`src/hdl/flc_pkg.sv`:
```
// Shared types and constants for the fully associative LRU tag store.
package flc_pkg;

  localparam int CAPACITY_DEF = 16;
  localparam int BLK_W        = 32;
  localparam int CNT_W        = 32;
  localparam int SIZE_W       = 5;

  localparam logic [SIZE_W-1:0] SIZE_RST = 5'd16;
  localparam logic [CNT_W-1:0]  CNT_MAX  = {CNT_W{1'b1}};

  // Per-cell command from the control logic
  typedef struct packed {
    logic upd;      // an access transfer happens this cycle
    logic live;     // cell position is below the fill level
    logic drop_all; // miss with the list full: everything moves toward the LRU end
    logic load;     // this cell takes the incoming block number
  } cell_cmd_t;

endpackage

```
`src/hdl/flc_cell.sv`:
```
// One tag cell of the recency chain: compare, shift from upper neighbor, load.
module flc_cell (
  input  logic                      clk,
  input  logic [flc_pkg::BLK_W-1:0] blk,
  input  flc_pkg::cell_cmd_t        cmd,
  input  logic [flc_pkg::BLK_W-1:0] nbr_tag,
  input  logic                      found_in,
  output logic                      found_out,
  output logic [flc_pkg::BLK_W-1:0] tag_out
);
  import flc_pkg::*;

  logic [BLK_W-1:0] tag_r;
  logic [BLK_W-1:0] tag_nxt;
  logic             shift;

  // found_out ripples up the chain: set at and above the hit position
  assign found_out = found_in | (cmd.live & (tag_r == blk));
  assign shift     = cmd.upd & (found_out | cmd.drop_all);
  assign tag_out   = tag_r;

  always_comb begin
    tag_nxt = tag_r;
    if (cmd.upd && cmd.load) begin
      tag_nxt = blk;
    end else if (shift) begin
      tag_nxt = nbr_tag;
    end
  end

  always_ff @(posedge clk) begin
    tag_r <= tag_nxt;
  end

endmodule

```
`src/hdl/flc_stats.sv`:
```
// Saturating hit/miss counters and the result register.
module flc_stats (
  input  logic                       clk,
  input  logic                       rst_n,
  input  logic                       acc,
  input  logic                       hit,
  input  logic [flc_pkg::SIZE_W-1:0] fill,
  input  logic                       out_ready,
  output logic                       out_valid,
  output logic                       out_hit,
  output logic [flc_pkg::CNT_W-1:0]  out_hit_total,
  output logic [flc_pkg::CNT_W-1:0]  out_miss_total,
  output logic [flc_pkg::SIZE_W-1:0] out_fill_level
);
  import flc_pkg::*;

  logic              valid_r, valid_nxt;
  logic              hit_r;
  logic [SIZE_W-1:0] fill_r;
  logic [CNT_W-1:0]  hits_r, hits_nxt;
  logic [CNT_W-1:0]  miss_r, miss_nxt;

  always_comb begin
    hits_nxt  = hits_r;
    miss_nxt  = miss_r;
    valid_nxt = valid_r & ~out_ready;
    if (acc) begin
      valid_nxt = 1'b1;
      if (hit && hits_r != CNT_MAX) begin
        hits_nxt = hits_r + 1'b1;
      end
      if (!hit && miss_r != CNT_MAX) begin
        miss_nxt = miss_r + 1'b1;
      end
    end
  end

  always_ff @(posedge clk) begin
    if (!rst_n) begin
      valid_r <= 1'b0;
      hits_r  <= '0;
      miss_r  <= '0;
    end else begin
      valid_r <= valid_nxt;
      hits_r  <= hits_nxt;
      miss_r  <= miss_nxt;
    end
  end

  always_ff @(posedge clk) begin
    if (acc) begin
      hit_r  <= hit;
      fill_r <= fill;
    end
  end

  assign out_valid      = valid_r;
  assign out_hit        = hit_r;
  assign out_hit_total  = hits_r;
  assign out_miss_total = miss_r;
  assign out_fill_level = fill_r;

endmodule

```
`src/hdl/fully_associative_lru_cache_tags.sv`:
```
// Fully associative tag store with true LRU order, held in a chain of tag cells.
// Lookup, list update and the result register load all complete in the accepting cycle.
// Throughput: one access per cycle, but in_ready falls while a result awaits out_ready.
// The critical path is the tag compare plus the match ripple through all CAPACITY cells.
// Reset (rst_n, synchronous): fill level and counters cleared, size register set to 16.
// Tag cells are not cleared; positions at or above the fill level are never compared.
module fully_associative_lru_cache_tags #(
  parameter int CAPACITY = flc_pkg::CAPACITY_DEF
) (
  input  logic                       clk,
  input  logic                       rst_n,
  input  logic                       in_valid,
  output logic                       in_ready,
  input  logic [flc_pkg::BLK_W-1:0]  in_block_number,
  output logic                       out_valid,
  input  logic                       out_ready,
  output logic                       out_hit,
  output logic [flc_pkg::CNT_W-1:0]  out_hit_total,
  output logic [flc_pkg::CNT_W-1:0]  out_miss_total,
  output logic [flc_pkg::SIZE_W-1:0] out_fill_level,
  input  logic                       cfg_wr_en,
  input  logic [flc_pkg::SIZE_W-1:0] cfg_wr_data
);
  import flc_pkg::*;

  localparam int OW = $clog2(CAPACITY + 1);
  localparam int CW = (OW > SIZE_W) ? OW : SIZE_W;

  logic [SIZE_W-1:0] size_cfg_r;
  logic [OW-1:0]     occ_r, occ_nxt;
  logic [CW-1:0]     size_eff;
  logic [CW-1:0]     cfg_w;
  logic              acc;
  logic              hit;
  logic              room;
  logic [OW-1:0]     dest;
  logic [SIZE_W-1:0] fill_nxt;

  logic [CAPACITY:0]  found_c;
  logic [BLK_W-1:0]   tag_c [CAPACITY+1];
  cell_cmd_t          cmd_c [CAPACITY];

  assign acc      = in_valid & in_ready;
  assign cfg_w    = CW'(size_cfg_r);

  // Size register clamped to 1..CAPACITY
  always_comb begin
    size_eff = cfg_w;
    if (cfg_w == '0) begin
      size_eff = CW'(1);
    end else if (cfg_w > CW'(CAPACITY)) begin
      size_eff = CW'(CAPACITY);
    end
  end

  assign hit  = found_c[CAPACITY];
  assign room = CW'(occ_r) < size_eff;

  // Write position: the MRU end after the update
  always_comb begin
    if (!hit && room) begin
      dest    = occ_r;
      occ_nxt = occ_r + 1'b1;
    end else begin
      dest    = occ_r - 1'b1;
      occ_nxt = occ_r;
    end
  end

  // Reported fill level is the low bits of the count
  assign fill_nxt = SIZE_W'(occ_nxt);

  assign found_c[0]        = 1'b0;
  assign tag_c[CAPACITY]   = in_block_number;

  for (genvar i = 0; i < CAPACITY; i++) begin : g_cell
    assign cmd_c[i].upd      = acc;
    assign cmd_c[i].live     = OW'(i) < occ_r;
    assign cmd_c[i].drop_all = ~hit & ~room;
    assign cmd_c[i].load     = OW'(i) == dest;

    flc_cell u_cell (
      .clk       (clk),
      .blk       (in_block_number),
      .cmd       (cmd_c[i]),
      .nbr_tag   (tag_c[i+1]),
      .found_in  (found_c[i]),
      .found_out (found_c[i+1]),
      .tag_out   (tag_c[i])
    );
  end

  always_ff @(posedge clk) begin
    if (!rst_n) begin
      size_cfg_r <= SIZE_RST;
      occ_r      <= '0;
    end else begin
      if (cfg_wr_en) begin
        size_cfg_r <= cfg_wr_data;
      end
      if (acc) begin
        occ_r <= occ_nxt;
      end
    end
  end

  assign in_ready = ~out_valid | out_ready;

  flc_stats u_stats (
    .clk            (clk),
    .rst_n          (rst_n),
    .acc            (acc),
    .hit            (hit),
    .fill           (fill_nxt),
    .out_ready      (out_ready),
    .out_valid      (out_valid),
    .out_hit        (out_hit),
    .out_hit_total  (out_hit_total),
    .out_miss_total (out_miss_total),
    .out_fill_level (out_fill_level)
  );

  a_occ_bound: assert property (@(posedge clk) disable iff (!rst_n)
    occ_r <= OW'(CAPACITY))
    else $error("fill level above capacity");

  a_hit_keeps_occ: assert property (@(posedge clk) disable iff (!rst_n)
    acc && hit |=> occ_r == $past(occ_r))
    else $error("hit changed fill level");

  a_miss_grows: assert property (@(posedge clk) disable iff (!rst_n)
    acc && !hit && room |=> occ_r == $past(occ_r) + 1'b1)
    else $error("miss with room did not grow list");

  a_hit_needs_entry: assert property (@(posedge clk) disable iff (!rst_n)
    hit |-> occ_r != '0)
    else $error("hit on empty list");

  a_result_follows: assert property (@(posedge clk) disable iff (!rst_n)
    acc |=> out_valid && out_fill_level == $past(fill_nxt))
    else $error("result missing after access transfer");

endmodule

```
`config.mk`:
```
export PLATFORM = sky130hd
export DESIGN_NAME = fully_associative_lru_cache_tags
export DESIGN_NICKNAME = d
export VERILOG_FILES = /design/src/hdl/flc_pkg.sv /design/src/hdl/flc_cell.sv /design/src/hdl/flc_stats.sv /design/src/hdl/fully_associative_lru_cache_tags.sv
export SDC_FILE = /design/constraint.sdc
export NUM_CORES = 1
export LEC_CHECK = 0
export ABC_AREA = 1
export BUFFER_PORTS_ARGS = -buffer_cell sky130_fd_sc_hd__buf_4
export CORE_MARGIN = 10
export CORE_UTILIZATION = 40
export CTS_CLUSTER_SIZE = 16
export DETAILED_ROUTE_END_ITERATION = 8
export HOLD_SLACK_MARGIN = 0.05
export PLACE_DENSITY = 0.58
export SYNTH_ARGS = -nofsm -noshare
export SYNTH_HDL_FRONTEND = slang
export SYNTH_SLANG_ARGS = --single-unit
```
`constraint.sdc`:
```
create_clock -name clk -period 6.54 [get_ports clk]
set_input_delay 0 -clock clk [delete_from_list [all_inputs] [get_ports clk]]
set_output_delay 0 -clock clk [all_outputs]
set_load 0.02 [all_outputs]
```
==> impl_metrics.json, run 1 <==
{
  "cts-resized-gates": 0,
  "final.setup.tns_ns": 0,
  "fp.dieW_um": 331.0,
  "cts_buffer_depth": 3,
  "syn_nets": 5128,
  "slew_headroom_pct": 20.86,
  "hold_path_class": "in2reg",
  "worstPathRequired_ns": 6.82,
  "synthToLayoutAreaGrowth_pct": 12.08,
  "synthCells": 5077,
  "grt_usage_pct": 30.82,
  "numCtsBuffers": 74,
  "drt_wl_total_um": 174000,
  "seq_area_frac_synth_pct": 44.08,
  "clock_skew_ns": 0.03176,
  "clkSinkCount": 593,
  "path_max_fanout": 38,
  "layout_common_cells": "nand2_1 (1666), nand3_1 (682), edfxtp_1 (518)",
  "mostFrequentLayoutCell": "nand2_1",
  "place_congestion": 1.025,
  "rsz0062_at_grt": "false",
  "row_count": 114,
  "setup_viol": 0,
  "io_buffers": 113,
  "ys.flop_type": "edfxtp_1",
  "tightest_slew_ns": 1.183,
  "yosys_warnings": 0,
  "dieArea_sq_um": 109600,
  "fin_crit_sh_pct": 86.46,
  "path_clk_slew_ns": 0.06,
  "p_sw_mw": 4.154,
  "synth_cell_types": 49,
  "cts_hold_buffers": 43,
  "io_pins": 114,
  "drv_cap": 0,
  "share_comb_of_total_power_pct": 23.4,
  "drt_iter0_markers": 5178,
  "end_kind": "flip-flop",
  "p_sw_share_pct": 34.33,
  "vias": 37320,
  "die_h_um": 331.0,
  "ys_seq_elements": 593,
  "min_from": "in_block_number[30]",
  "startpoint": "occ_r[3]",
  "finalCriticalPeriod_ns": 5.654,
  "nets": 5180,
  "grt_pass1_wl_um": 246100,
  "clock_latency_ns": 0.66,
  "ys_top_cells_by_area": "edfxtp_1 (40%), nand2_1 (16%), nand3_1 (8.8%)",
  "cts_tree": "built",
  "arrival_ns": 5.94,
  "grt_max_degree": 127,
  "async_flop_share_pct": 0,
  "drive_gt1_share_pct": 9.410,
  "hold_viol": 0,
  "fin_total_pwr_mw": 12.10,
  "drc": 0,
  "dpl.hpwl_um": 125900,
  "ant_nets": 0,
  "fmax_mhz": 176.9,
  "synth_area_per_cell_sq_um": 7.622,
  "post_cts_buffers": 0,
  "grt_overflow": 0,
  "synth_edf_count": 518,
  "status": "finished clean",
  "root_buffer": "clkbuf_16",
  "drt-wirelength-per-cell_um": 26.91,
  "p_clk_share_pct": 35.0,
  "p_seq_share_pct": 41.7,
  "postLayoutCoreUtil_pct": 45.05,
  "reg2reg_from": "occ_r[3]",
  "drv_slew": 0,
  "via_per_inst": 5.771,
  "start_kind": "flip-flop",
  "yosysTopAreaCell": "edfxtp_1",
  "core_sq_um": 96280,
  "netlist.area_leader.share_pct": 40.20,
  "p_int_mw": 7.947,
  "floorplan.initialDensity_pct": 40.19,
  "htreeDepth": 3,
  "first_pass_iters": 6,
  "grt_pass1_vias": 34140,
  "ir_drop_mv": 0.2627,
  "antenna_found_initial": 4,
  "p_per_area_nw_per_um2": 279.0,
  "syn_area_sq_um": 38700,
  "worstSetupPathType": "reg2reg",
  "leakagePower_nw": 18.06
}
==> synthesized netlist by cell type, types with 2 or more instances <==
master / count
nand3_1: 682
buf_2: 195
xnor2_1: 230
buf_6: 7
a21oi_1: 52
edfxtp_1: 518
clkinv_1: 4
nand2b_1: 4
nor4b_1: 8
or2_1: 10
buf_1: 2
nand2_1: 1666
inv_2: 30
or4_1: 5
nor2b_1: 2
inv_1: 348
nor2_1: 357
o21ai_0: 98
nand2_2: 8
nor4_1: 107
clkbuf_1: 35
nor2_4: 10
o21ai_1: 3
nand3_2: 6
nor2_2: 3
nor3b_1: 8
nand4_1: 179
dfxtp_1: 75
a21o_1: 3
or2_2: 99
buf_4: 50
xor2_1: 72
o21a_1: 9
o21bai_1: 2
or3_1: 4
nand4_2: 3
and2_1: 11
o2111ai_1: 8
nor3_1: 117
and3b_1: 3
and3_1: 9
nand3b_1: 20
ha_1: 9
==> routing by layer <==
metal | global-route usage [%] | part of all wire, % | up-vias
li1 | - | - | 17010
met1 | 44.88 | 43 | 17770
met2 | 43.68 | 41 | 2214
met3 | 7.771 | 12 | 315
met4 | 10.84 | 3.8 | 2
met5 | 0 | 0.0075 | -
==> critical path: stages (launching register included) <==
cell,delay [ns]
dfxtp_1,0.45
nor2_4,0.40
nand2_1,0.32
inv_2,0.19
nand2_1,0.16
nand2_1,0.12
nor2_1,0.08
nand3_1,0.09
nor2_1,0.05
nor2_1,0.25
nand4_1,0.16
nor2_1,0.15
nand4_1,0.11
nor2_1,0.24
nand4_1,0.14
nor2_1,0.15
nand4_2,0.25
nand2_1,0.22
nand3_2,0.17
nor2_8,0.62
nand3_1,0.15
buf_4,0.27
nand2_1,0.09
buf_4,0.40
==> power groups by stage <==
stage	combinational [mW]	clock [mW]	sequential [mW]
3_5_place_dp	2.72	0	5.09
6_report	2.83	4.23	5.04
3_3_place_gp	2.73	0	5.10
5_1_grt	3.05	4.40	5.06
2_1_floorplan	1.87	0	4.93
4_1_cts	2.75	4.27	5.02
==> metrics by stage <==
step / hold slack [ns] / worst slack (ns) / cell area, sq um / instances
3_5_place_dp: 0.2423 / 1.113 / 40480 / 6286
3_3_place_gp: 0.2284 / 1.223 / 40480 / 6286
4_1_cts: 0.06315 / 1.077 / 43360 / 6462
2_1_floorplan: 0.09887 / 0.8359 / 38700 / 5077
5_1_grt: 0.06604 / 0.6613 / 43360 / 6462
6_report: 0.1027 / 0.8857 / 43370 / 6466
==> state kept, by name, indices dropped and copies added, names as in the netlist <==
signal                  flops
cfg_w                       5
g_cell.u_cell.tag_out     512
occ_r                       5
u_stats.out_fill_level      5
u_stats.out_hit             1
u_stats.out_hit_total      32
u_stats.out_miss_total     32
u_stats.out_valid           1
==> cell type report <==
cell class                      instances  area (sq um)
Antenna cell                            4         10.01
Timing Repair Buffer                  265          2147
Fill cell                            9695         52910
Inverter                              382          1435
Clock buffer                          105          2158
Multi-Input combinational cell       3813         18680
Tap cell                             1276          1597
Clock inverter                         28         290.3
Sequential cell                       593         17060
==> path summary, 6_finish.rpt <==
| check | to | slack (ns) | cells after the start |
|---|---|---|---|
| worst min-delay path | g_cell[15].u_cell.tag_out[30] | 0.10 | 2 |
| worst max-delay path | g_cell[6].u_cell.tag_out[0] | 0.89 | 23 |
| worst min register to register | u_stats.out_miss_total[9] | 0.47 | 2 |
| worst max register to register | g_cell[6].u_cell.tag_out[0] | 0.89 | 23 |
==> cells by family after synthesis <==
logic type,after synthesis,synth area share (%)
flip-flops,593,44.08
XOR/XNOR,302,6.835
adder cells (fa/ha/maj),9,0.2910
AO/OA/AOI/OAI,178,2.503
AND/OR/NAND/NOR,3324,38.53
buffers and inverters,671,7.760
(Power assumes the default switching activity.)
==> run 2, diff against run 1 <==
REMOVE_ABC_BUFFERS = 1   (was unset)
clock period = 5.6 ns   (was 6.54 ns; I/O delays follow)
==> run 2 against run 1 <==
- routed wire length grew 0.46%
- fmax is 5.4% higher
- cell count increased by 0.49%
- global-route usage increased by 0.21 points
- sequential cell count did not move
- combinational power increased by 19%
- critical endpoint is now u_stats.out_hit_total[17]
- die area unchanged
- sequential share of layout area fell by 0.33 points
- register-to-register slack got worse by 0.65 ns
- critical path depth shrank 4
- non-clock buffer count grew 35
==> impl_metrics.json, run 2 (synthesis results as in run 1) <==
{
  "status": "finished clean",
  "tightest_slew_ns": 1.088,
  "htreeDepth": 3,
  "clock_skew_ns": 0.02554,
  "cts_buffer_depth": 3,
  "final.setup.tns_ns": 0,
  "grt_overflow": 0,
  "dieArea_sq_um": 109600,
  "drive_gt1_share_pct": 10.16,
  "start_kind": "flip-flop",
  "p_sw_share_pct": 34.37,
  "cts_tree": "built",
  "placed_cell_area_sq_um": 40820,
  "grt_pass1_wl_um": 246800,
  "clkSinkCount": 593,
  "startpoint": "occ_r[3]",
  "fp.dieW_um": 331.0,
  "numCtsBuffers": 72,
  "ant_nets": 0,
  "drv_cap": 0,
  "first_pass_iters": 6,
  "row_count": 114,
  "ir_drop_mv": 0.1747,
  "post_cts_buffers": 0,
  "clock_latency_ns": 0.65,
  "grt_max_degree": 129,
  "worstSetupPathType": "reg2reg",
  "die_h_um": 331.0,
  "share_comb_of_total_power_pct": 23.9,
  "floorplan.initialDensity_pct": 40.19,
  "mostFrequentLayoutCell": "nand2_1",
  "place_congestion": 0.9992,
  "arrival_ns": 5.86,
  "end_kind": "flip-flop",
  "fill_cells": 9690,
  "path_clk_slew_ns": 0.06,
  "min_from": "cfg_wr_en",
  "core_sq_um": 96280,
  "vias": 37080,
  "p_seq_share_pct": 41.7,
  "dpl.hpwl_um": 130000,
  "p_clk_share_pct": 34.4,
  "leakagePower_nw": 18.26,
  "fmax_mhz": 186.4,
  "synthToLayoutAreaGrowth_pct": 13.04,
  "setup_viol": 0,
  "finalCriticalPeriod_ns": 5.365,
  "via_per_inst": 5.706,
  "drt-wirelength-per-cell_um": 26.90,
  "slew_headroom_pct": 27.05,
  "path_max_fanout": 12,
  "r2r.worst_path.cells": 19,
  "hold_viol": 0,
  "fin_crit_sh_pct": 95.81,
  "p_per_area_nw_per_um2": 323.3,
  "p_sw_mw": 4.861,
  "antenna_found_initial": 5,
  "drv_slew": 0,
  "layout_common_cells": "nand2_1 (1666), nand3_1 (682), edfxtp_1 (518)",
  "p_int_mw": 9.282,
  "io_pins": 114,
  "reg2reg_from": "occ_r[3]",
  "worstPathRequired_ns": 6.10,
  "grt_pass1_vias": 34370,
  "finalInstanceArea_sq_um": 43740,
  "drt_wl_total_um": 174800,
  "largest_reg_flops": 512,
  "hold_path_class": "in2reg",
  "root_buffer": "clkbuf_16",
  "holdPathStages": 3,
  "grt_usage_pct": 31.03,
  "nets": 5213,
  "drc": 0,
  "rsz0062_at_grt": "false",
  "io_buffers": 113,
  "drt_iter0_markers": 4877
}
## run 2: cell types whose count changed in the layout (fill, tap and decap cells not counted), moves of 2 or more
cell | before | now
buf_12 | 4 | 14
buf_4 | 218 | 236
clkinv_1 | 16 | 14
dlygate4sd3_1 | 43 | 49
clkbuf_1 | 21 | 8
clkinvlp_4 | 3 | 5
clkbuf_16 | 82 | 76
clkinv_2 | 6 | 16
bufinv_16 | 6 | 9
clkbuf_8 | 2 | 0
## run 2: power by group through the flow
stage                     clock network, mW  logic, mW  registers (mW)
after global routing                   5.10       3.64            5.92
after CTS                              4.92       3.29            5.87
after detailed placement                  0       3.25            5.96
final                                  4.87       3.38            5.90
after floorplan                           0       1.91            5.76
after global placement                    0       3.25            5.97
## run 2: area by class of cell
type                    count  area [sq um]  area share, %
multi-input cells        3813         18680          42.70
flip-flops and latches    593         17060          38.99
repair buffers            300          2554          5.838
clock buffers              84          1932          4.417
well taps                1276          1597          3.650
inverters                 382          1436          3.284
clock inverters            45         476.7          1.090
diodes                      5         12.51        0.02860
## run 2: metal layers
layer / share of wire, % / vias up / GRT usage (%)
met3: 11 / 319 / 7.158
met1: 44 / 17550 / 45.12
li1: - / 17110 / -
met4: 4.0 / 8 / 12.33
met2: 41 / 2095 / 43.91
met5: 0.025 / - / 0
## run 2: timing repair
action	in CTS	in global routing
resized for setup	0	2
hold endpoints to repair	236	0
hold buffers	49	0
setup endpoints to repair	0	9
## run 2: critical path, stage by stage, from the launching register on
cell	delay (ns)
dfxtp_1	0.33
nor2_4	0.43
nand2_1	0.36
inv_2	0.20
nand2_1	0.18
nand3b_1	0.15
nor2_1	0.05
nand2_1	0.10
nand4_1	0.26
nor2_1	0.25
nand4_1	0.43
nor2_1	0.48
nand4_1	0.27
nor2_1	0.45
nand4_1	0.34
nand3_1	0.37
nor2_1	0.21
xor2_1	0.18
inv_1	0.08
nor2_1	0.04
## run 2: path summary, 6_finish.rpt
kind	endpoint	slack (ns)
max	u_stats.out_hit_total[17]	0.23
min	cfg_w[4]	0.16
max reg2reg	u_stats.out_hit_total[17]	0.23
min reg2reg	u_stats.out_miss_total[6]	0.47
## run 2: stage by stage
stage	total power, mW	hold slack, ns	setup WS [ns]	instances	util [%]
after floorplan	7.668	0.09887	-1.474	4788	-
after global placement	9.223	0.2176	0.4271	6315	42.40
after detailed placement	9.210	0.2255	0.4367	6315	42.40
after CTS	14.09	0.07300	0.3980	6493	45.41
after global routing	14.66	0.1236	0.004419	6493	45.42
final	14.14	0.1558	0.2347	6498	45.43
